--- config.mk ---
export PLATFORM = sky130hd
export DESIGN_NAME = selective_repeat_receiver_flat
export DESIGN_NICKNAME = d
export VERILOG_FILES = /design/src/srr_pkg.sv /design/src/srr_in_if.sv /design/src/srr_out_if.sv /design/src/srr_alu.sv /design/src/selective_repeat_receiver.sv /design/src/flat_wrapper.sv
export SDC_FILE = /design/constraint.sdc
export NUM_CORES = 1
export LEC_CHECK = 0
export ABC_AREA = 1
export BUFFER_PORTS_ARGS = -buffer_cell sky130_fd_sc_hd__clkbuf_2
export CELL_PAD_IN_SITES_DETAIL_PLACEMENT = 1
export CELL_PAD_IN_SITES_GLOBAL_PLACEMENT = 2
export CORE_MARGIN = 2
export CORE_UTILIZATION = 28
export DETAILED_ROUTE_END_ITERATION = 12
export PLACE_DENSITY_LB_ADDON = 0.15
export SLEW_MARGIN = 10
export SYNTH_ARGS = -nofsm -noshare
export SYNTH_HDL_FRONTEND = slang
export SYNTH_SLANG_ARGS = --single-unit
--- constraint.sdc ---
create_clock -name clk -period 18.48 [get_ports clk]
set_input_delay 0.924 -clock clk [delete_from_list [all_inputs] [get_ports clk]]
set_output_delay 0.924 -clock clk [all_outputs]
set_load 0.005 [all_outputs]
--- src/srr_pkg.sv ---
// shared types, codes and constants of the selective-repeat receiver
`timescale 1ns / 1ps
`default_nettype none

package srr_pkg;

  // default sizes handed to the top level parameters
  localparam int SEQ_SPACE_MAX_DEF = 16;
  localparam int WINDOW_MAX_DEF    = 8;
  localparam int PAYLOAD_BITS_DEF  = 32;

  // fixed field widths
  localparam int OP_W       = 2;
  localparam int PKT_KIND_W = 3;
  localparam int PEER_W     = 8;
  localparam int RES_KIND_W = 3;
  localparam int LINK_W     = 2;
  localparam int RESEND_W   = 8;
  localparam int IDLE_W     = 20;

  // configuration port
  localparam int CFG_AW = 4;
  localparam int CFG_DW = 32;

  localparam logic [1:0] REG_SEQ_MODULUS    = 2'd0;
  localparam logic [1:0] REG_LOCAL_WINDOW   = 2'd1;
  localparam logic [1:0] REG_MAX_RESENDS    = 2'd2;
  localparam logic [1:0] REG_IDLE_TIMEOUT   = 2'd3;

  localparam int SEQ_MODULUS_RST  = 10;
  localparam int LOCAL_WINDOW_RST = 5;
  localparam int MAX_RESENDS_RST  = 10;
  localparam int IDLE_TIMEOUT_RST = 10000;

  // packet kinds on the wire
  localparam logic [PKT_KIND_W-1:0] PKT_SYN  = 3'd0;
  localparam logic [PKT_KIND_W-1:0] PKT_ACK  = 3'd1;
  localparam logic [PKT_KIND_W-1:0] PKT_FIN  = 3'd2;
  localparam logic [PKT_KIND_W-1:0] PKT_DATA = 3'd3;

  typedef enum logic [OP_W-1:0] {
    OP_PACKET,
    OP_TICK,
    OP_RETX,
    OP_IGNORED
  } op_t;

  typedef enum logic [RES_KIND_W-1:0] {
    RK_NONE,
    RK_SYNACK,
    RK_ACK,
    RK_NACK,
    RK_FIN,
    RK_DELIVER,
    RK_ENDED
  } res_kind_t;

  typedef enum logic [LINK_W-1:0] {
    LINK_LISTEN,
    LINK_SYNRCV,
    LINK_RECV,
    LINK_LASTACK
  } link_t;

  typedef enum logic {
    ALU_ADD,
    ALU_SUB
  } alu_op_t;

endpackage

`default_nettype wire

--- src/srr_in_if.sv ---
// input item channel of the selective-repeat receiver
`timescale 1ns / 1ps
`default_nettype none

interface srr_in_if
  import srr_pkg::*;
#(
  parameter int SEQ_W        = 4,
  parameter int PAYLOAD_BITS = PAYLOAD_BITS_DEF
);
  logic                    valid;
  logic                    ready;
  logic [OP_W-1:0]         operation;
  logic [PKT_KIND_W-1:0]   packet_kind;
  logic                    packet_broken;
  logic [SEQ_W-1:0]        packet_seq;
  logic [PEER_W-1:0]       peer_window;
  logic [PAYLOAD_BITS-1:0] payload_word;

  modport source (
    output valid, operation, packet_kind, packet_broken, packet_seq, peer_window,
           payload_word,
    input  ready
  );

  modport sink (
    input  valid, operation, packet_kind, packet_broken, packet_seq, peer_window,
           payload_word,
    output ready
  );
endinterface

`default_nettype wire

--- src/srr_out_if.sv ---
// result item channel of the selective-repeat receiver
`timescale 1ns / 1ps
`default_nettype none

interface srr_out_if
  import srr_pkg::*;
#(
  parameter int SEQ_W        = 4,
  parameter int WIN_W        = 4,
  parameter int PAYLOAD_BITS = PAYLOAD_BITS_DEF
);
  logic                    valid;
  logic                    ready;
  logic [RES_KIND_W-1:0]   result_kind;
  logic [SEQ_W-1:0]        reply_seq;
  logic [WIN_W-1:0]        reply_window;
  logic [PAYLOAD_BITS-1:0] delivered_word;
  logic                    last;
  logic [LINK_W-1:0]       link_state;

  modport source (
    output valid, result_kind, reply_seq, reply_window, delivered_word, last, link_state,
    input  ready
  );

  modport sink (
    input  valid, result_kind, reply_seq, reply_window, delivered_word, last, link_state,
    output ready
  );
endinterface

`default_nettype wire

--- src/srr_alu.sv ---
// shared add/subtract and compare unit of the receiver sequencer
`timescale 1ns / 1ps
`default_nettype none

module srr_alu
  import srr_pkg::*;
#(
  parameter int W = 5
) (
  input  alu_op_t      op,
  input  logic [W-1:0] a,
  input  logic [W-1:0] b,
  output logic [W-1:0] res,
  output logic         ge,
  output logic         eq
);

  assign res = (op == ALU_ADD) ? (a + b) : (a - b);
  assign ge  = (a >= b);
  assign eq  = (a == b);

endmodule

`default_nettype wire

--- src/selective_repeat_receiver.sv ---
// top level of the selective-repeat receiver with session setup and teardown
`timescale 1ns / 1ps
`default_nettype none

// Receiver side of a selective-repeat link. Every input item (packet arrival,
// millisecond tick or retransmit timer) yields one or more result items on the
// out channel, the final one flagged by last; every result carries the link
// state after the item and the agreed window. A small sequencer drives one
// shared add/subtract/compare unit; each item passes a latch, a decode and a
// closing state. An unbroken data frame also reduces the window head modulo
// the sequence modulus (one subtract per cycle, usually none) and works out
// its distance; one in the window but off its head then scans the reorder
// slots one at a time, a read and a compare per occupied slot and a read per
// empty one. A frame at the head of the window delivers its word and then
// rescans the slots for each next head, so a drain of WINDOW_MAX-1 parked
// frames rescans them once per delivered word. The block takes no new item
// until the last result of the current one has entered the output register;
// a stalled sink holds the sequencer at its next result. Configuration is an
// APB-style port with one register per 4 bytes: seq_modulus, local_window,
// max_resends and idle_timeout_ms, written only while the block is idle; the
// user must keep to that, as the block itself does not enforce it.
module selective_repeat_receiver
  import srr_pkg::*;
#(
  parameter int SEQ_SPACE_MAX = SEQ_SPACE_MAX_DEF,
  parameter int WINDOW_MAX    = WINDOW_MAX_DEF,
  parameter int PAYLOAD_BITS  = PAYLOAD_BITS_DEF
) (
  input  wire logic              clk,
  input  wire logic              rst_n,
  srr_in_if.sink                 in_chan,
  srr_out_if.source              out_chan,
  input  wire logic              psel,
  input  wire logic              penable,
  input  wire logic              pwrite,
  input  wire logic [CFG_AW-1:0] paddr,
  input  wire logic [CFG_DW-1:0] pwdata,
  output logic      [CFG_DW-1:0] prdata,
  output logic                   pready
);

  localparam int SEQ_W = $clog2(SEQ_SPACE_MAX);
  localparam int MOD_W = $clog2(SEQ_SPACE_MAX + 1);
  localparam int UW    = $clog2(2 * SEQ_SPACE_MAX);
  localparam int WIN_W = $clog2(WINDOW_MAX + 1);
  localparam int SLOTS = WINDOW_MAX - 1;
  localparam int IDX_W = (SLOTS > 1) ? $clog2(SLOTS) : 1;
  localparam int CNT_W = $clog2(SLOTS + 1);
  localparam int AW0   = (WIN_W > MOD_W) ? WIN_W : MOD_W;
  localparam int AW    = (AW0 > PEER_W) ? AW0 : PEER_W;

  typedef enum logic [4:0] {
    S_IDLE,
    S_DECODE,
    S_HEADMOD,
    S_RANGE,
    S_DIST,
    S_WRAP,
    S_WCHK,
    S_DUP_RD,
    S_DUP_CMP,
    S_DELIV,
    S_ADV,
    S_ADV2,
    S_SCAN_RD,
    S_SCAN_CMP,
    S_SCAN_PUSH,
    S_FIN_END,
    S_FIN_FIN,
    S_FLUSH
  } seq_state_t;

  // configuration registers
  logic [MOD_W-1:0]    cfg_mod_r;
  logic [WIN_W-1:0]    cfg_lwin_r;
  logic [RESEND_W-1:0] cfg_maxres_r;
  logic [IDLE_W-1:0]   cfg_timeout_r;

  // sequencer and session state
  seq_state_t          state_r;
  link_t               session_r;
  logic [WIN_W-1:0]    agreed_r;
  logic [SEQ_W-1:0]    head_r;
  logic [IDLE_W-1:0]   idle_r;
  logic [RESEND_W-1:0] tally_r;
  logic [SLOTS-1:0]    slot_valid_r;
  logic [UW-1:0]       tmp_r;
  logic [CNT_W-1:0]    scan_cnt_r;
  logic                free_found_r;
  logic [IDX_W-1:0]    free_idx_r;

  // latched input item
  op_t                     lat_op_r;
  logic [PKT_KIND_W-1:0]   lat_kind_r;
  logic                    lat_broken_r;
  logic [SEQ_W-1:0]        lat_seq_r;
  logic [PEER_W-1:0]       lat_peer_r;
  logic [PAYLOAD_BITS-1:0] lat_word_r;

  // reorder slot store and its registered read port
  logic [SEQ_W-1:0]        slot_seq_mem  [SLOTS];
  logic [PAYLOAD_BITS-1:0] slot_word_mem [SLOTS];
  logic [SEQ_W-1:0]        slot_seq_rd_r;
  logic [PAYLOAD_BITS-1:0] slot_word_rd_r;

  // pending result (held until we know whether it is the last) and output stage
  logic                    pend_valid_r;
  res_kind_t               pend_kind_r;
  logic [SEQ_W-1:0]        pend_seq_r;
  logic [PAYLOAD_BITS-1:0] pend_word_r;
  logic                    out_valid_r;
  res_kind_t               out_kind_r;
  logic [SEQ_W-1:0]        out_seq_r;
  logic [WIN_W-1:0]        out_win_r;
  logic [PAYLOAD_BITS-1:0] out_word_r;
  logic                    out_last_r;
  link_t                   out_link_r;

  // ---------------------------------------------------------------------------
  // configuration port
  // ---------------------------------------------------------------------------
  logic            cfg_wr;
  logic [1:0]      cfg_idx;

  assign pready  = 1'b1;
  assign cfg_idx = paddr[CFG_AW-1:2];
  assign cfg_wr  = psel && penable && pwrite;

  always_ff @(posedge clk) begin
    if (!rst_n) begin
      cfg_mod_r     <= MOD_W'(SEQ_MODULUS_RST);
      cfg_lwin_r    <= WIN_W'(LOCAL_WINDOW_RST);
      cfg_maxres_r  <= RESEND_W'(MAX_RESENDS_RST);
      cfg_timeout_r <= IDLE_W'(IDLE_TIMEOUT_RST);
    end else if (cfg_wr) begin
      case (cfg_idx)
        REG_SEQ_MODULUS:  cfg_mod_r     <= pwdata[MOD_W-1:0];
        REG_LOCAL_WINDOW: cfg_lwin_r    <= pwdata[WIN_W-1:0];
        REG_MAX_RESENDS:  cfg_maxres_r  <= pwdata[RESEND_W-1:0];
        REG_IDLE_TIMEOUT: cfg_timeout_r <= pwdata[IDLE_W-1:0];
        default: ;
      endcase
    end
  end

  always_comb begin
    case (cfg_idx)
      REG_SEQ_MODULUS:  prdata = CFG_DW'(cfg_mod_r);
      REG_LOCAL_WINDOW: prdata = CFG_DW'(cfg_lwin_r);
      REG_MAX_RESENDS:  prdata = CFG_DW'(cfg_maxres_r);
      REG_IDLE_TIMEOUT: prdata = CFG_DW'(cfg_timeout_r);
      default:          prdata = '0;
    endcase
  end

  // ---------------------------------------------------------------------------
  // derived configuration values
  // ---------------------------------------------------------------------------
  logic [MOD_W-1:0] eff_mod;
  logic [AW-1:0]    lw_clamp;
  logic [AW-1:0]    half_mod;
  logic [AW-1:0]    peer_clamp;
  logic [AW-1:0]    win_a;
  logic [AW-1:0]    win_b;
  logic [WIN_W-1:0] agreed_calc;

  always_comb begin
    // modulus clamped to its legal span
    if (cfg_mod_r < MOD_W'(2)) begin
      eff_mod = MOD_W'(2);
    end else if (cfg_mod_r > MOD_W'(SEQ_SPACE_MAX)) begin
      eff_mod = MOD_W'(SEQ_SPACE_MAX);
    end else begin
      eff_mod = cfg_mod_r;
    end

    // window agreement: min of local window, half the modulus, peer offer
    if (cfg_lwin_r == '0) begin
      lw_clamp = AW'(1);
    end else if (AW'(cfg_lwin_r) > AW'(WINDOW_MAX)) begin
      lw_clamp = AW'(WINDOW_MAX);
    end else begin
      lw_clamp = AW'(cfg_lwin_r);
    end
    half_mod   = AW'(eff_mod >> 1);
    peer_clamp = (lat_peer_r == '0) ? AW'(1) : AW'(lat_peer_r);
    win_a       = (lw_clamp > half_mod) ? half_mod : lw_clamp;
    win_b       = (win_a > peer_clamp) ? peer_clamp : win_a;
    agreed_calc = WIN_W'(win_b);
  end

  // ---------------------------------------------------------------------------
  // decode of one item
  // ---------------------------------------------------------------------------
  logic                giveup;
  logic [IDLE_W-1:0]   idle_inc;
  seq_state_t          dec_fsm;
  link_t               dec_link;
  logic [RESEND_W-1:0] dec_tally;
  logic [IDLE_W-1:0]   dec_idle;
  logic                dec_clear;
  logic                dec_agree_ld;
  logic                dec_push;
  res_kind_t           dec_kind;

  assign giveup = ((session_r == LINK_SYNRCV) || (session_r == LINK_LASTACK)) &&
                  (tally_r >= cfg_maxres_r) && (lat_op_r != OP_IGNORED);
  // idle counter saturates
  assign idle_inc = (idle_r == '1) ? idle_r : (idle_r + IDLE_W'(1));

  always_comb begin
    dec_fsm      = S_FLUSH;
    dec_link     = session_r;
    dec_tally    = tally_r;
    dec_idle     = idle_r;
    dec_clear    = 1'b0;
    dec_agree_ld = 1'b0;
    dec_push     = 1'b0;
    dec_kind     = RK_NONE;
    if (giveup) begin
      dec_tally = '0;
      dec_link  = LINK_LISTEN;
    end else begin
      case (lat_op_r)
        OP_PACKET: begin
          case (session_r)
            LINK_LISTEN: begin
              if (lat_kind_r == PKT_SYN && !lat_broken_r) begin
                dec_agree_ld = 1'b1;
                dec_clear    = 1'b1;
                dec_link     = LINK_SYNRCV;
                dec_push     = 1'b1;
                dec_kind     = RK_SYNACK;
              end
            end
            LINK_SYNRCV: begin
              if (lat_kind_r == PKT_ACK && !lat_broken_r) begin
                dec_clear = 1'b1;
                dec_link  = LINK_RECV;
              end
            end
            LINK_RECV: begin
              if (lat_kind_r == PKT_DATA) begin
                // any frame, broken or not, counts as activity
                dec_idle = '0;
                dec_push = 1'b1;
                if (lat_broken_r) begin
                  dec_kind = RK_NACK;
                end else begin
                  dec_kind = RK_ACK;
                  dec_fsm  = S_HEADMOD;
                end
              end else if (lat_kind_r == PKT_FIN && !lat_broken_r) begin
                dec_push  = 1'b1;
                dec_kind  = RK_ACK;
                dec_tally = '0;
                dec_link  = LINK_LASTACK;
                dec_fsm   = S_FIN_END;
              end
            end
            LINK_LASTACK: begin
              if (lat_kind_r == PKT_ACK && !lat_broken_r) begin
                dec_tally = '0;
                dec_link  = LINK_LISTEN;
              end
            end
            default: ;
          endcase
        end
        OP_TICK: begin
          if (session_r == LINK_RECV) begin
            dec_idle = idle_inc;
            if (idle_inc > cfg_timeout_r) begin
              dec_push  = 1'b1;
              dec_kind  = RK_ENDED;
              dec_tally = '0;
              dec_link  = LINK_LISTEN;
            end
          end
        end
        OP_RETX: begin
          if (session_r == LINK_SYNRCV) begin
            dec_tally = tally_r + RESEND_W'(1);
            dec_push  = 1'b1;
            dec_kind  = RK_SYNACK;
          end else if (session_r == LINK_LASTACK) begin
            dec_tally = tally_r + RESEND_W'(1);
            dec_push  = 1'b1;
            dec_kind  = RK_FIN;
          end
        end
        default: ;
      endcase
    end
  end

  // ---------------------------------------------------------------------------
  // shared arithmetic unit, operands chosen by the sequencer
  // ---------------------------------------------------------------------------
  alu_op_t       alu_op;
  logic [UW-1:0] alu_a;
  logic [UW-1:0] alu_b;
  logic [UW-1:0] alu_res;
  logic          alu_ge;
  logic          alu_eq;

  always_comb begin
    alu_op = ALU_SUB;
    alu_a  = '0;
    alu_b  = '0;
    case (state_r)
      S_HEADMOD: begin
        alu_a = UW'(head_r);
        alu_b = UW'(eff_mod);
      end
      S_RANGE: begin
        alu_a = UW'(lat_seq_r);
        alu_b = UW'(eff_mod);
      end
      S_DIST: begin
        alu_a = UW'(lat_seq_r);
        alu_b = UW'(head_r);
      end
      S_WRAP: begin
        alu_op = ALU_ADD;
        alu_a  = tmp_r;
        alu_b  = UW'(eff_mod);
      end
      S_WCHK: begin
        alu_a = tmp_r;
        alu_b = UW'(agreed_r);
      end
      S_DUP_CMP: begin
        alu_a = UW'(slot_seq_rd_r);
        alu_b = UW'(lat_seq_r);
      end
      S_ADV: begin
        alu_op = ALU_ADD;
        alu_a  = UW'(head_r);
        alu_b  = UW'(1);
      end
      S_ADV2: begin
        alu_a = tmp_r;
        alu_b = UW'(eff_mod);
      end
      S_SCAN_CMP: begin
        alu_a = UW'(slot_seq_rd_r);
        alu_b = UW'(head_r);
      end
      default: ;
    endcase
  end

  srr_alu #(
    .W (UW)
  ) u_alu (
    .op  (alu_op),
    .a   (alu_a),
    .b   (alu_b),
    .res (alu_res),
    .ge  (alu_ge),
    .eq  (alu_eq)
  );

  // ---------------------------------------------------------------------------
  // result emission
  // ---------------------------------------------------------------------------
  logic                    out_free;
  logic                    can_push;
  logic                    push_req;
  res_kind_t               push_kind;
  logic [PAYLOAD_BITS-1:0] push_word;
  logic                    push_go;
  logic                    flush_go;

  assign out_free = !out_valid_r || out_chan.ready;
  assign can_push = !pend_valid_r || out_free;

  always_comb begin
    push_req  = 1'b0;
    push_kind = RK_NONE;
    push_word = '0;
    case (state_r)
      S_DECODE: begin
        push_req  = dec_push;
        push_kind = dec_kind;
      end
      S_DELIV: begin
        push_req  = 1'b1;
        push_kind = RK_DELIVER;
        push_word = lat_word_r;
      end
      S_SCAN_PUSH: begin
        push_req  = 1'b1;
        push_kind = RK_DELIVER;
        push_word = slot_word_rd_r;
      end
      S_FIN_END: begin
        push_req  = 1'b1;
        push_kind = RK_ENDED;
      end
      S_FIN_FIN: begin
        push_req  = 1'b1;
        push_kind = RK_FIN;
      end
      default: ;
    endcase
  end

  assign push_go  = push_req && can_push;
  assign flush_go = (state_r == S_FLUSH) && out_free;

  // ---------------------------------------------------------------------------
  // slot scan addressing and store
  // ---------------------------------------------------------------------------
  logic [IDX_W-1:0] scan_idx;
  logic             scan_done;
  logic             mem_we;

  assign scan_idx  = scan_cnt_r[IDX_W-1:0];
  assign scan_done = (scan_cnt_r == CNT_W'(SLOTS));
  assign mem_we    = (state_r == S_DUP_RD) && scan_done && free_found_r;

  always_ff @(posedge clk) begin
    if (mem_we) begin
      slot_seq_mem[free_idx_r]  <= lat_seq_r;
      slot_word_mem[free_idx_r] <= lat_word_r;
    end
    slot_seq_rd_r  <= slot_seq_mem[scan_idx];
    slot_word_rd_r <= slot_word_mem[scan_idx];
  end

  // ---------------------------------------------------------------------------
  // sequencer, session state and output registers
  // ---------------------------------------------------------------------------
  always_ff @(posedge clk) begin
    if (!rst_n) begin
      state_r      <= S_IDLE;
      session_r    <= LINK_LISTEN;
      agreed_r     <= WIN_W'(LOCAL_WINDOW_RST);
      head_r       <= '0;
      idle_r       <= '0;
      tally_r      <= '0;
      slot_valid_r <= '0;
      scan_cnt_r   <= '0;
      free_found_r <= 1'b0;
      pend_valid_r <= 1'b0;
      out_valid_r  <= 1'b0;
    end else begin
      case (state_r)
        S_IDLE: begin
          if (in_chan.valid) begin
            lat_op_r     <= op_t'(in_chan.operation);
            lat_kind_r   <= in_chan.packet_kind;
            lat_broken_r <= in_chan.packet_broken;
            lat_seq_r    <= in_chan.packet_seq;
            lat_peer_r   <= in_chan.peer_window;
            lat_word_r   <= in_chan.payload_word;
            state_r      <= S_DECODE;
          end
        end
        S_DECODE: begin
          session_r <= dec_link;
          if (dec_agree_ld) begin
            agreed_r <= agreed_calc;
          end
          if (dec_clear) begin
            // fresh session: empty buffer, head at zero
            slot_valid_r <= '0;
            head_r       <= '0;
            idle_r       <= '0;
            tally_r      <= '0;
          end else begin
            idle_r  <= dec_idle;
            tally_r <= dec_tally;
          end
          state_r <= dec_fsm;
        end
        S_HEADMOD: begin
          // head may sit above a modulus rewritten mid-session
          if (alu_ge) begin
            head_r <= alu_res[SEQ_W-1:0];
          end else begin
            state_r <= S_RANGE;
          end
        end
        S_RANGE: begin
          state_r <= alu_ge ? S_FLUSH : S_DIST;
        end
        S_DIST: begin
          tmp_r   <= alu_res;
          state_r <= alu_ge ? S_WCHK : S_WRAP;
        end
        S_WRAP: begin
          tmp_r   <= alu_res;
          state_r <= S_WCHK;
        end
        S_WCHK: begin
          if (alu_ge) begin
            state_r <= S_FLUSH;
          end else if (tmp_r == '0) begin
            state_r <= S_DELIV;
          end else begin
            scan_cnt_r   <= '0;
            free_found_r <= 1'b0;
            state_r      <= S_DUP_RD;
          end
        end
        S_DUP_RD: begin
          if (scan_done) begin
            // park the frame in the first free slot, drop it when full
            if (free_found_r) begin
              slot_valid_r[free_idx_r] <= 1'b1;
            end
            state_r <= S_FLUSH;
          end else if (!slot_valid_r[scan_idx]) begin
            if (!free_found_r) begin
              free_found_r <= 1'b1;
              free_idx_r   <= scan_idx;
            end
            scan_cnt_r <= scan_cnt_r + CNT_W'(1);
          end else begin
            state_r <= S_DUP_CMP;
          end
        end
        S_DUP_CMP: begin
          if (alu_eq) begin
            // already parked: drop
            state_r <= S_FLUSH;
          end else begin
            scan_cnt_r <= scan_cnt_r + CNT_W'(1);
            state_r    <= S_DUP_RD;
          end
        end
        S_DELIV: begin
          if (push_go) begin
            state_r <= S_ADV;
          end
        end
        S_ADV: begin
          tmp_r   <= alu_res;
          state_r <= S_ADV2;
        end
        S_ADV2: begin
          head_r     <= alu_ge ? alu_res[SEQ_W-1:0] : tmp_r[SEQ_W-1:0];
          scan_cnt_r <= '0;
          state_r    <= S_SCAN_RD;
        end
        S_SCAN_RD: begin
          if (scan_done) begin
            state_r <= S_FLUSH;
          end else if (!slot_valid_r[scan_idx]) begin
            scan_cnt_r <= scan_cnt_r + CNT_W'(1);
          end else begin
            state_r <= S_SCAN_CMP;
          end
        end
        S_SCAN_CMP: begin
          if (alu_eq) begin
            state_r <= S_SCAN_PUSH;
          end else begin
            scan_cnt_r <= scan_cnt_r + CNT_W'(1);
            state_r    <= S_SCAN_RD;
          end
        end
        S_SCAN_PUSH: begin
          if (push_go) begin
            slot_valid_r[scan_idx] <= 1'b0;
            state_r                <= S_ADV;
          end
        end
        S_FIN_END: begin
          if (push_go) begin
            state_r <= S_FIN_FIN;
          end
        end
        S_FIN_FIN: begin
          if (push_go) begin
            state_r <= S_FLUSH;
          end
        end
        S_FLUSH: begin
          if (out_free) begin
            state_r <= S_IDLE;
          end
        end
        default: state_r <= S_IDLE;
      endcase

      // pending result: replaced on each new result, closed out at the end
      if (push_go) begin
        pend_valid_r <= 1'b1;
        pend_kind_r  <= push_kind;
        pend_seq_r   <= ((push_kind == RK_ACK) || (push_kind == RK_NACK)) ? lat_seq_r : '0;
        pend_word_r  <= push_word;
      end else if (flush_go) begin
        pend_valid_r <= 1'b0;
      end

      // output stage; an item with no effect closes with a single none result
      if ((push_go && pend_valid_r) || flush_go) begin
        out_valid_r <= 1'b1;
        out_kind_r  <= pend_valid_r ? pend_kind_r : RK_NONE;
        out_seq_r   <= pend_valid_r ? pend_seq_r : '0;
        out_word_r  <= pend_valid_r ? pend_word_r : '0;
        out_win_r   <= agreed_r;
        out_last_r  <= flush_go;
        out_link_r  <= session_r;
      end else if (out_chan.ready) begin
        out_valid_r <= 1'b0;
      end
    end
  end

  assign in_chan.ready = (state_r == S_IDLE);

  assign out_chan.valid          = out_valid_r;
  assign out_chan.result_kind    = out_kind_r;
  assign out_chan.reply_seq      = out_seq_r;
  assign out_chan.reply_window   = out_win_r;
  assign out_chan.delivered_word = out_word_r;
  assign out_chan.last           = out_last_r;
  assign out_chan.link_state     = out_link_r;

endmodule

`default_nettype wire
--- src/flat_wrapper.sv ---
// flat-port wrapper written by rule: the top's interface ports become plain ports
module selective_repeat_receiver_flat import srr_pkg::*;
#(
  parameter int SEQ_SPACE_MAX = SEQ_SPACE_MAX_DEF,
  parameter int WINDOW_MAX    = WINDOW_MAX_DEF,
  parameter int PAYLOAD_BITS  = PAYLOAD_BITS_DEF
)
  (clk, rst_n, psel, penable, pwrite, paddr, pwdata, prdata, pready, in_chan_valid, in_chan_operation, in_chan_packet_kind, in_chan_packet_broken, in_chan_packet_seq, in_chan_peer_window, in_chan_payload_word, in_chan_ready, out_chan_valid, out_chan_result_kind, out_chan_reply_seq, out_chan_reply_window, out_chan_delivered_word, out_chan_last, out_chan_link_state, out_chan_ready);
  srr_in_if #(.PAYLOAD_BITS(PAYLOAD_BITS)) in_chan_i ();
  srr_out_if #(.PAYLOAD_BITS(PAYLOAD_BITS)) out_chan_i ();
  input  wire logic clk;
  input  wire logic rst_n;
  input  wire logic psel;
  input  wire logic penable;
  input  wire logic pwrite;
  input  wire logic [CFG_AW-1:0] paddr;
  input  wire logic [CFG_DW-1:0] pwdata;
  output logic      [CFG_DW-1:0] prdata;
  output logic pready;
  input wire logic [$bits(in_chan_i.valid)-1:0] in_chan_valid;
  input wire logic [$bits(in_chan_i.operation)-1:0] in_chan_operation;
  input wire logic [$bits(in_chan_i.packet_kind)-1:0] in_chan_packet_kind;
  input wire logic [$bits(in_chan_i.packet_broken)-1:0] in_chan_packet_broken;
  input wire logic [$bits(in_chan_i.packet_seq)-1:0] in_chan_packet_seq;
  input wire logic [$bits(in_chan_i.peer_window)-1:0] in_chan_peer_window;
  input wire logic [$bits(in_chan_i.payload_word)-1:0] in_chan_payload_word;
  output wire logic [$bits(in_chan_i.ready)-1:0] in_chan_ready;
  output wire logic [$bits(out_chan_i.valid)-1:0] out_chan_valid;
  output wire logic [$bits(out_chan_i.result_kind)-1:0] out_chan_result_kind;
  output wire logic [$bits(out_chan_i.reply_seq)-1:0] out_chan_reply_seq;
  output wire logic [$bits(out_chan_i.reply_window)-1:0] out_chan_reply_window;
  output wire logic [$bits(out_chan_i.delivered_word)-1:0] out_chan_delivered_word;
  output wire logic [$bits(out_chan_i.last)-1:0] out_chan_last;
  output wire logic [$bits(out_chan_i.link_state)-1:0] out_chan_link_state;
  input wire logic [$bits(out_chan_i.ready)-1:0] out_chan_ready;
  assign in_chan_i.valid = in_chan_valid;
  assign in_chan_i.operation = in_chan_operation;
  assign in_chan_i.packet_kind = in_chan_packet_kind;
  assign in_chan_i.packet_broken = in_chan_packet_broken;
  assign in_chan_i.packet_seq = in_chan_packet_seq;
  assign in_chan_i.peer_window = in_chan_peer_window;
  assign in_chan_i.payload_word = in_chan_payload_word;
  assign in_chan_ready = in_chan_i.ready;
  assign out_chan_valid = out_chan_i.valid;
  assign out_chan_result_kind = out_chan_i.result_kind;
  assign out_chan_reply_seq = out_chan_i.reply_seq;
  assign out_chan_reply_window = out_chan_i.reply_window;
  assign out_chan_delivered_word = out_chan_i.delivered_word;
  assign out_chan_last = out_chan_i.last;
  assign out_chan_link_state = out_chan_i.link_state;
  assign out_chan_i.ready = out_chan_ready;
  selective_repeat_receiver #(.SEQ_SPACE_MAX(SEQ_SPACE_MAX), .WINDOW_MAX(WINDOW_MAX), .PAYLOAD_BITS(PAYLOAD_BITS)) u_core (.clk(clk), .rst_n(rst_n), .in_chan(in_chan_i), .out_chan(out_chan_i), .psel(psel), .penable(penable), .pwrite(pwrite), .paddr(paddr), .pwdata(pwdata), .prdata(prdata), .pready(pready));
endmodule
# Word-level counts from Yosys, hierarchy flattened
# Memory sizes are Yosys's and may differ from the RTL's. A register that Yosys moved wholly into a read port is not among the register bits.
# Cells that the tools add are included.
op_classes:
  n_eq_ne: 72
  bitwise: 6
  addsub: 5
  n_reduce_logical: 68
  order_cmp: 12
  n_mux: 125
ops:
  columns: ["op", "n"]
  rows:
  - ["32-bit one-hot mux with 4 select lines", 1]
  - ["20-bit 2-to-1 mux", 6]
  - ["5-bit 2-to-1 mux", 22]
  - ["8-bit 2-to-1 mux", 12]
  - ["5-bit one-hot mux with 17 select lines", 1]
  - ["32-bit one-hot mux with 2 select lines", 1]
  - ["5-bit by 4-bit == test with 1-bit output, second input constant", 8]
  - ["20-bit one-hot mux with 2 select lines", 1]
  - ["3-bit 2-to-1 mux", 11]
  - ["1-bit 2-to-1 mux", 29]
  - ["7-bit 2-to-1 mux", 4]
  - ["5-bit one-hot mux with 5 select lines", 1]
  - ["4-bit 2-to-1 mux", 6]
  - ["3-bit one-hot mux with 4 select lines", 2]
  - ["8-bit one-hot mux with 3 select lines", 1]
  - ["2-bit 2-to-1 mux", 11]
  - ["2-bit inequality test, second input constant", 11]
  - ["7-bit one-hot mux with 3 select lines", 1]
  - ["20-bit by 1-bit adder with 20-bit output, second input constant", 1]
  - ["20-bit == test, second input constant", 1]
  - ["5-bit by 3-bit == test with 1-bit output, second input constant", 4]
  - ["20-bit > comparator", 1]
  - ["5-bit one-hot mux with 4 select lines", 1]
  - ["2-bit by 1-bit inequality test with 1-bit output, second input constant", 9]
  - ["65 further kinds", 142]
totals:
  input_bits: 93
  ramBits: 252
  n_memories: 2
  output_inout_bits: 81
  elab_cells: 322
  ff_bits: 236
memory_table:
  columns: ["memory", "depth", "width", "rd", "rd_clocked_by_memory_dff", "write_ports", "line", "text"]
  rows:
  - ["u_core.slot_word_mem", 7, 32, 1, 1, 1, "selective_repeat_receiver.sv:102", "logic [PAYLOAD_BITS-1:0] slot_word_mem [SLOTS];"]
  - ["u_core.slot_seq_mem", 7, 4, 1, 1, 1, "selective_repeat_receiver.sv:101", "logic [SEQ_W-1:0] slot_seq_mem [SLOTS];"]

# Longest topological paths before layout
# Gate-level depths: netlist of the first run.
depth:
  depth_word: 12
  ltp_mapped: 29
  ltp_nobuf: 28

# Cells and area by module
# A second synthesis of the first run with hierarchy kept.
unflattened:
  cells_unflattened: 1977
  hier_area_um2: 21993.6
by_module_without_submodules:
  columns: ["mod", "cells_per_inst", "area_each_um2", "instances", "seq_area_each_um2"]
  rows:
  - ["selective_repeat_receiver", 1907, 21573.2, 1, 14443.9]
  - ["srr_alu", 70, 420.4, 1, 0.0]

# Worst setup path before layout of the first run
# No wires, ideal clock.
synth_timing:
  path_type: "input -> register"
  startpoint: "input rst_n"
  endpoint: "register u_core.lat_broken_r, enable pin"
  arrival_ns: 5.914
  slack_ns: 11.984
  setup_time_ns: 0.582
  required_time_ns: 17.898
  path_buffers: 0
  cell_stages: 2
  cell_sequence: "clkinv_1 > nor4_1"
synth_between:
  elab_chain_cells: 1
synth_lines:
  columns: ["element", "line", "text"]
  rows:
  - ["from (decl)", "flat_wrapper.sv:12", "input wire logic rst_n;"]
  - ["3-bit AND reduction (no source line)", null, null]
  - ["to (signal assigned)", "selective_repeat_receiver.sv:455", "lat_broken_r <= in_chan.packet_broken;"]
  - ["to (decl)", "selective_repeat_receiver.sv:95", "logic lat_broken_r;"]
# Every way passes these cells.
# A chain may end at the register's enable or synchronous reset.

# Worst setup path after layout of the first run
layout_timing:
  startpoint: "register u_core.idle_r[0]"
  endpoint: "register u_core.out_word_r[1] (netlist: u_core.out_chan.delivered_word[1]), enable pin"
layout_between:
  elab_chain_cells: 12
  word_cells_on_any_way: 13
  classes_between: "add/sub: 1; order compare: 1; eq/ne: 1; mux: 6; reduce/logical: 4"
layout_lines:
  columns: ["element", "line", "text"]
  rows:
  - ["from (decl)", "selective_repeat_receiver.sv:84", "logic [IDLE_W-1:0] idle_r;"]
  - ["from (signal assigned)", "selective_repeat_receiver.sv:474", "idle_r <= dec_idle;"]
  - ["20-bit by 1-bit adder with 20-bit output or 20-bit == test (tied branches)", "selective_repeat_receiver.sv:209", "assign idle_inc = (idle_r == '1) ? idle_r : (idle_r + IDLE_W'(1));"]
  - ["20-bit 2-to-1 mux (*)", "selective_repeat_receiver.sv:209", null]
  - ["20-bit > comparator (*)", "selective_repeat_receiver.sv:273", "if (idle_inc > cfg_timeout_r) begin"]
  - ["1-bit 2-to-1 mux (*)", "selective_repeat_receiver.sv:273", null]
  - ["1-bit 2-to-1 mux (*)", "selective_repeat_receiver.sv:271", "if (session_r == LINK_RECV) begin"]
  - ["1-bit one-hot mux with 3 select lines (*)", "selective_repeat_receiver.sv:224", "case (lat_op_r)"]
  - ["1-bit 2-to-1 mux (*)", "selective_repeat_receiver.sv:220", "if (giveup) begin"]
  - ["1-bit one-hot mux with 2 select lines (*)", "selective_repeat_receiver.sv:383", "case (state_r)"]
  - ["1-bit logical AND (*)", "selective_repeat_receiver.sv:410", "assign push_go = push_req && can_push;"]
  - ["1-bit logical AND (*)", "selective_repeat_receiver.sv:601", "if ((push_go && pend_valid_r) || flush_go) begin"]
  - ["1-bit logical OR (*)", "selective_repeat_receiver.sv:601", null]
  - ["2-bit AND reduction (no source line) (*)", null, null]
  - ["to (signal assigned)", "selective_repeat_receiver.sv:605", "out_word_r <= pend_valid_r ? pend_word_r : '0;"]
  - ["to (decl)", "selective_repeat_receiver.sv:115", "logic [PAYLOAD_BITS-1:0] out_word_r;"]
# Mark *: on every way between the ends. The rest lies on a longest branch, timed or not.

==> qor.csv, run 1 <==
stage,metric,value,unit
worst_setup_path,crit-reg2reg-capture,u_core.out_chan.delivered_word[1],
clock_tree,clock_path_buffers,3,
clock_tree,insertion_delay,0.64,ns
worst_setup_path,r2r_setup_slack,13.02,ns
worst_hold_path,min_from,in_chan_payload_word[18],
route,vias_per_cell,4.731,
worst_hold_path,worstHoldPathType,input port to flop,
synthesis,synth_top_family_by_area,simple AND/OR/NAND/NOR gates,
final_layout,final_cell_area,25900,µm²
sta,tightest_slew,1.055,ns
final_layout,final_common_cell,edfxtp_1,
sta,relSlewSlack,29.54,%
synthesis,synth_area,21900,µm²
clock_tree,cts_max_level,2,
floorplanning,num_rows,102,
sta,fin_setup_tns,0,ns
synthesis,ys_ff_latch,524,
floorplanning,fp.coreArea,77470,µm²
synthesis,muxShareOfSynthArea,0,%
route,wl_per_cell,20.21,µm
synthesis,yosys.area_share.simple,12.52,%
power_and_ir_drop,irDropWorstVdd,0.00007879,V
floorplanning,start_util,28.27,%
route,postRouteAntennaNets,0,
final_layout,num_antenna_cells,0,
worst_setup_path,r2r_cells,21,
floorplanning,dieWidth,283.7,µm
global_route,antenna_found_initial,1,
worst_setup_path,r2r-start,u_core.idle_r[0],
placed_design,gp_congestion,0.7959,
clock_tree,holdBufCountCts,0,
worst_hold_path,worstHoldEndpoint,u_core.lat_word_r[18],
synthesis,synthXorXnorAreaFrac,0.7199,%
sta,clock.fmax,183.2,MHz
worst_setup_path,critPathMaxFanout,34,
floorplanning,die_area,80470,µm²
worst_setup_path,cp-start-kind,flop,
final_layout,drive_gt1_share,13.86,%
worst_setup_path,path_class,flop to flop,
clock_tree,cts_tree,done,
global_route,grt_max_degree,64,
floorplanning,ios,174,
route,routed_wl,64.77,mm
synthesis,synthAdderAreaFrac,3.268,%
global_route,grt_overflow_total,0,
floorplanning,die_h,283.7,µm
clock_tree,clock_sinks,524,
sta,setup_viol,0,
synthesis,synth.yosys.seq_area_share,65.95,%
clock_tree,cts_resized,0,
clock_tree,cts_root_buf,clkbuf_16,
global_route,grt_pass1_vias,16210,
route,drc,0,
sta,clock_skew,0.01270,ns
sta,finalCriticalPeriod,5.457,ns
synthesis,synth_warnings,0,
final_layout,final_cell_mix,"395 x edfxtp_1, 307 x nand2_1, 222 x inv_1, 147 x nor2_1, 146 x clkbuf_2",
placed_design,hpwl,41.09,mm
clock_tree,clkTransAtPathRegs,0.06,ns
sta,rsz0062_at_grt,no,
placed_design,port_buffers,146,
sta,hold_violations,0,
worst_setup_path,arrival,5.72,ns
global_route,grt_pass1_wl,99.74,mm
final_layout,syn2layout_area_growth,18.28,%
worst_setup_path,cp-end-kind,flop,
synthesis,synth_cell_type_count,57,
placed_design,dpl_cell_area,23870,µm²
global_route,track_usage,16.06,%
worst_hold_path,hold_depth,1,
route,drt_iter0_markers,826,
synthesis,synthesis.instances,1947,
power_and_ir_drop,power.leakage,10.01,nW
sta,maxSlewViolCount,0,
status,status,completed,
clock_tree,cts_inserted_buffers,61,
synthesis,synth_compound_area_share,11.88,%
final_layout,fin_nets,2261,
power_and_ir_drop,powerDensity,127.9,nW/µm²
sta,period_share,29.53,%
route,drt-pass1-iter-count,4,
synthesis,synth.avg_cell_area,11.25,µm²
final_layout,n_fill_cell,8553,
route,route.vias.total,15160,
clock_tree,post_cts.repair.setup_buffers,0,
run,drv_cap,0,
worst_setup_path,required,18.75,ns
## worst max-delay path by stage
stage / from / to / slack (ns) / cells after the start
finish: u_core.idle_r[0] / u_core.out_chan.delivered_word[1] / 13.02 / 21
CTS: u_core.idle_r[0] / u_core.out_chan.reply_seq[3] / 12.93 / 21
global route: u_core.idle_r[0] / u_core.out_chan.reply_seq[3] / 12.50 / 21
floorplan: rst_n / u_core.lat_broken_r / 11.98 / 2
global placement: u_core.idle_r[0] / u_core.out_chan.delivered_word[17] / 12.98 / 21
detailed placement: u_core.idle_r[0] / u_core.out_chan.delivered_word[17] / 12.95 / 21
## registers in the layout, summed over array words and instances (netlist names), 5 cells and up
name,cells
u_core.lat_word_r,32
u_core.slot_seq_mem,28
u_core.slot_valid_r,7
u_core.slot_word_mem,224
u_core.tally_r,8
u_core.lat_peer_r,8
u_core.cfg_timeout_r,20
u_core.cfg_mod_r,5
u_core.tmp_r,5
u_core.out_chan.delivered_word,32
u_core.cfg_maxres_r,8
u_core.idle_r,20
u_core.slot_word_rd_r,32
u_core.pend_word_r,32
u_core.state_r,5
## report_power, final
group          internal (mW)  switching [mW]
combinational          0.193           0.444
clock                  0.703           0.508
sequential              1.39          0.0724
total                   2.29            1.02
## kinds of logic (layout without fill, tap and decap cells)
family                     Yosys count  in the layout
and+or+nand+nor                    639            639
DFF                                524            524
adders and majority gates           56             56
AOI/OAI and AO/OA                  398            398
buffers and inverters              310            516
xor gates and xnor gates            18             18
other                                2             13
## stage by stage
stage                     instances  total power [mW]  setup slack (ns)  utilization, %  hold slack [ns]
after floorplan                1958             1.889             11.98               -           0.4249
after global placement         3089             2.132             12.98           30.81           0.4411
after detailed placement       3089             2.143             12.95           30.81           0.4510
after CTS                      3204             3.376             12.93           33.44           0.4099
after global routing           3204             3.501             12.50           33.44           0.4171
final                          3204             3.313             13.02           33.44           0.4568
## synthesized netlist by cell type, drive strengths merged
| cell | instances | area share [%] |
|---|---|---|
| edfxtp | 395 | 54 |
| nand2 | 311 | 5.4 |
| inv | 229 | 3.9 |
| nor2 | 158 | 2.9 |
| dfxtp | 129 | 12 |
| a21oi | 118 | 2.7 |
| nand3 | 94 | 2.1 |
| o21ai | 83 | 1.9 |
| a22o | 60 | 2.4 |
| ha | 54 | 3.1 |
| clkbuf | 48 | 0.82 |
| a22oi | 43 | 1.5 |
| nor3 | 36 | 0.95 |
| a221oi | 30 | 1.2 |
| buf | 30 | 0.82 |
| nand4 | 21 | 0.60 |
| o211ai | 17 | 0.58 |
| xor2 | 14 | 0.56 |
| nor4 | 10 | 0.31 |
| a31oi | 9 | 0.29 |
| a211oi | 7 | 0.24 |
| o2111ai | 7 | 0.28 |
| o22ai | 7 | 0.20 |
| o21a | 4 | 0.14 |
| xnor2 | 4 | 0.16 |
| and2 | 3 | 0.086 |
| clkinv | 3 | 0.051 |
| or2 | 3 | 0.086 |
| a21boi | 2 | 0.069 |
| and3 | 2 | 0.057 |
| conb | 2 | 0.034 |
| fa | 2 | 0.18 |
| o31ai | 2 | 0.069 |
| a2111oi | 1 | 0.040 |
| a21o | 1 | 0.034 |
| a31o | 1 | 0.040 |
| a32oi | 1 | 0.040 |
| a41oi | 1 | 0.040 |
| nand3b | 1 | 0.034 |
| o21bai | 1 | 0.034 |
| o221ai | 1 | 0.040 |
| o31a | 1 | 0.040 |
| o32ai | 1 | 0.040 |
## metal layers
metal  GRT usage [%]  wire (µm)
met1           21.00      29570
met2           27.78      31660
met3           2.203       2055
met4           4.339       1473
met5               0          0
## worst max-delay path, cell delays in order (launching register included)
cell and delay (ns):
dfxtp_1 0.48, ha_1 0.30, nand3_1 0.18, inv_1 0.15, nand4_1 0.64, or2_2 0.55, o21ai_0 0.08, inv_1 0.10
ha_1 0.31, a21oi_1 0.06, o21ai_0 0.18, nand2_1 0.08, nand3_1 0.14, nand3_1 0.14, nand2_1 0.13, nand2_1 0.08
nand3_1 0.11, nand2_2 0.12, o21ai_0 0.17, nand2_1 0.12, inv_2 0.33, buf_4 0.59
## final cells by class
class | count | area (µm²) | area share (%)
repair buffers | 169 | 903.4 | 3.487
well taps | 1040 | 1301 | 5.023
inverters | 232 | 870.8 | 3.362
flip-flops and latches | 524 | 14450 | 55.76
clock buffers | 83 | 1699 | 6.559
clock inverters | 32 | 339.1 | 1.309
multi-input cells | 1124 | 6345 | 24.49
(Power assumes the default switching activity.)
==> run 2, diff against run 1 <==
==> constraint.sdc (replaced) <==
create_clock -name clk -period 5.6 [get_ports clk]
set_input_delay 0.28 -clock clk [delete_from_list [all_inputs] [get_ports clk]]
set_output_delay 0.28 -clock clk [all_outputs]
set_load 0.005 [all_outputs]
==> qor.csv, run 2 (same netlist as run 1, synthesis figures left out) <==
stage,metric,value,unit,change
placed_design,hpwl,41.81,mm,+1.8%
floorplanning,fp.coreArea,77470,µm²,unchanged
floorplanning,ios,174,,unchanged
worst_setup_path,cp-start-kind,flop,,
route,postRouteAntennaNets,0,,unchanged
power_and_ir_drop,powerDensity,416.8,nW/µm²,+230%
clock_tree,clock_sinks,524,,unchanged
sta,setup_viol,0,,unchanged
final_layout,largest_reg_flops,224,,unchanged
global_route,grt_pass1_wl,100.8,mm,+1.1%
clock_tree,cts_tree,done,,
worst_setup_path,required,5.90,ns,-12.85 ns
power_and_ir_drop,irDropWorstVdd,0.0002237,V,+180%
worst_setup_path,arrival,4.95,ns,-0.77 ns
clock_tree,cts_max_level,2,,unchanged
worst_setup_path,critPathMaxFanout,29,,-15%
floorplanning,dieWidth,283.7,µm,unchanged
global_route,antenna_found_initial,0,,-1
sta,finalCriticalPeriod,4.657,ns,-0.8002 ns
sta,rsz0062_at_grt,no,,
floorplanning,start_util,28.27,%,unchanged
sta,clock.fmax,214.7,MHz,+17%
power_and_ir_drop,total_power,11.15,mW,+240%
final_layout,regMostFlops,u_core.slot_word_mem,,
route,drt-pass1-iter-count,6,,+2
route,wl_per_cell,20.02,µm,-0.97%
clock_tree,cts_root_buf,clkbuf_16,,
sta,tightest_slew,1.092,ns,+0.03633 ns
final_layout,final_common_cell,edfxtp_1,,
final_layout,drive_gt1_share,13.45,%,-0.41 points
worst_setup_path,cp-end-kind,flop,,
route,route.vias.total,15430,,+1.8%
floorplanning,die_h,283.7,µm,unchanged
placed_design,dpl_cell_area,23940,µm²,+0.32%
global_route,grt_overflow_total,0,,unchanged
worst_hold_path,worstHoldPathType,input port to flop,,
placed_design,pre_cts_ws,0.8609,ns,-12.09 ns
global_route,grt_max_degree,65,,+1.6%
global_route,grt_pass1_vias,16350,,+0.86%
clock_tree,clock_path_buffers,3,,unchanged
floorplanning,die_area,80470,µm²,unchanged
sta,fin_setup_tns,0,ns,unchanged
clock_tree,clkTransAtPathRegs,0.06,ns,about the same
route,drc,0,,unchanged
route,drt_iter0_markers,676,,-18%
final_layout,final_cell_area,26750,µm²,+3.3%
route,vias_per_cell,4.707,,-0.51%
power_and_ir_drop,power.leakage,10.37,nW,+3.7%
route,routed_wl,65.62,mm,+1.3%
sta,relSlewSlack,27.04,%,-2.5 points
global_route,track_usage,16.16,%,+0.099 points
sta,maxSlewViolCount,0,,unchanged
sta,hold_violations,0,,unchanged
placed_design,port_buffers,146,,unchanged
clock_tree,cts_inserted_buffers,60,,-1.6%
floorplanning,num_rows,102,,unchanged
final_layout,final_cell_mix,"395 x edfxtp_1, 307 x nand2_1, 222 x inv_1, 147 x nor2_1, 146 x clkbuf_2",,
sta,period_share,83.16,%,+54 points
sta,fin_ws,0.9429,ns,-12.08 ns
clock_tree,post_cts.repair.setup_buffers,0,,unchanged
run,drv_cap,0,,unchanged
placed_design,gp_congestion,0.8072,,+1.4%
final_layout,syn2layout_area_growth,22.16,%,
final_layout,num_antenna_cells,0,,unchanged
worst_setup_path,path_class,flop to flop,,
sta,clock_skew,0.04759,ns,+0.03489 ns
final_layout,fin_nets,2335,,+3.3%
clock_tree,insertion_delay,0.65,ns,about the same
status,status,completed,,
## run 2: changes by cell type in the layout (fill, tap and decap cells not counted), moves of 2 or more
cell           delta
dlygate4sd3_1    +71
bufinv_16         +4
buf_12            +3
clkinv_2          -3
clkinv_4          -2
clkinvlp_4        -2
inv_2             +2
inv_6             -2
## run 2: final timing paths
check,slack [ns],from,to,depth (start not counted)
hold reg to reg,0.46,u_core.slot_word_mem[5][19],u_core.slot_word_rd_r[19],2
setup reg to reg,0.94,u_core.idle_r[0],u_core.out_chan.delivered_word[3],25
setup / recovery,0.94,u_core.idle_r[0],u_core.out_chan.delivered_word[3],25
hold / removal,0.20,paddr[2],u_core.cfg_lwin_r[0],4
## run 2: critical path: stages, from the launching register on
cell and delay, ns:
dfxtp_1 0.47, ha_1 0.30, nand4_1 0.18, nor2_1 0.22, nand2_1 0.08, nor2_1 0.09
nand3_1 0.17, nand3_1 0.12, inv_1 0.06, a21oi_1 0.25, ha_1 0.18, nand2_1 0.06
nor2_1 0.16, nand2_1 0.11, nor2_1 0.17, nand2_1 0.07, nand3_1 0.11, nand3_1 0.13
nand2_1 0.13, nand2_1 0.08, nand3_1 0.11, nand2_2 0.12, o21ai_0 0.18, nand2_1 0.10
inv_2 0.35, buf_12 0.28
## run 2: per-layer routing
layer,share of wire [%],global-route usage (%),vias up,routed length [µm]
met5,0,0,-,0
met2,48,27.81,235,31590
met4,1.7,3.624,0,1136
met3,3.1,2.195,77,2024
li1,-,-,7373,-
met1,47,21.54,7745,30870
## run 2: layout make-up
type                            count  area (µm²)
Tap cell                         1040        1301
Clock buffer                       84        1692
Sequential cell                   524       14450
Multi-Input combinational cell   1124        6354
Inverter                          232       870.8
Fill cell                        8525       50710
Clock inverter                     30       409.1
Timing Repair Buffer              244        1682
## run 2: repair_timing
| action | in CTS | in global routing |
|---|---|---|
| gates resized for setup | 0 | 0 |
| endpoints found under the hold margin | 81 | 0 |
| hold buffers | 71 | 0 |
## run 2: power by group
part | switching, mW | internal, mW | leakage, nW
logic | 1.47 | 0.687 | 4.65
clock network | 1.66 | 2.48 | 1.02
registers | 0.263 | 4.59 | 4.70
## run 2: through the flow
step	cells	util, %	hold WS (ns)
after CTS	3278	34.54	0.1512
after floorplan	1958	-	0.3789
after global placement	3093	30.91	0.4425
after global routing	3278	34.54	0.2336
after detailed placement	3093	30.91	0.4471
final	3278	34.54	0.2029
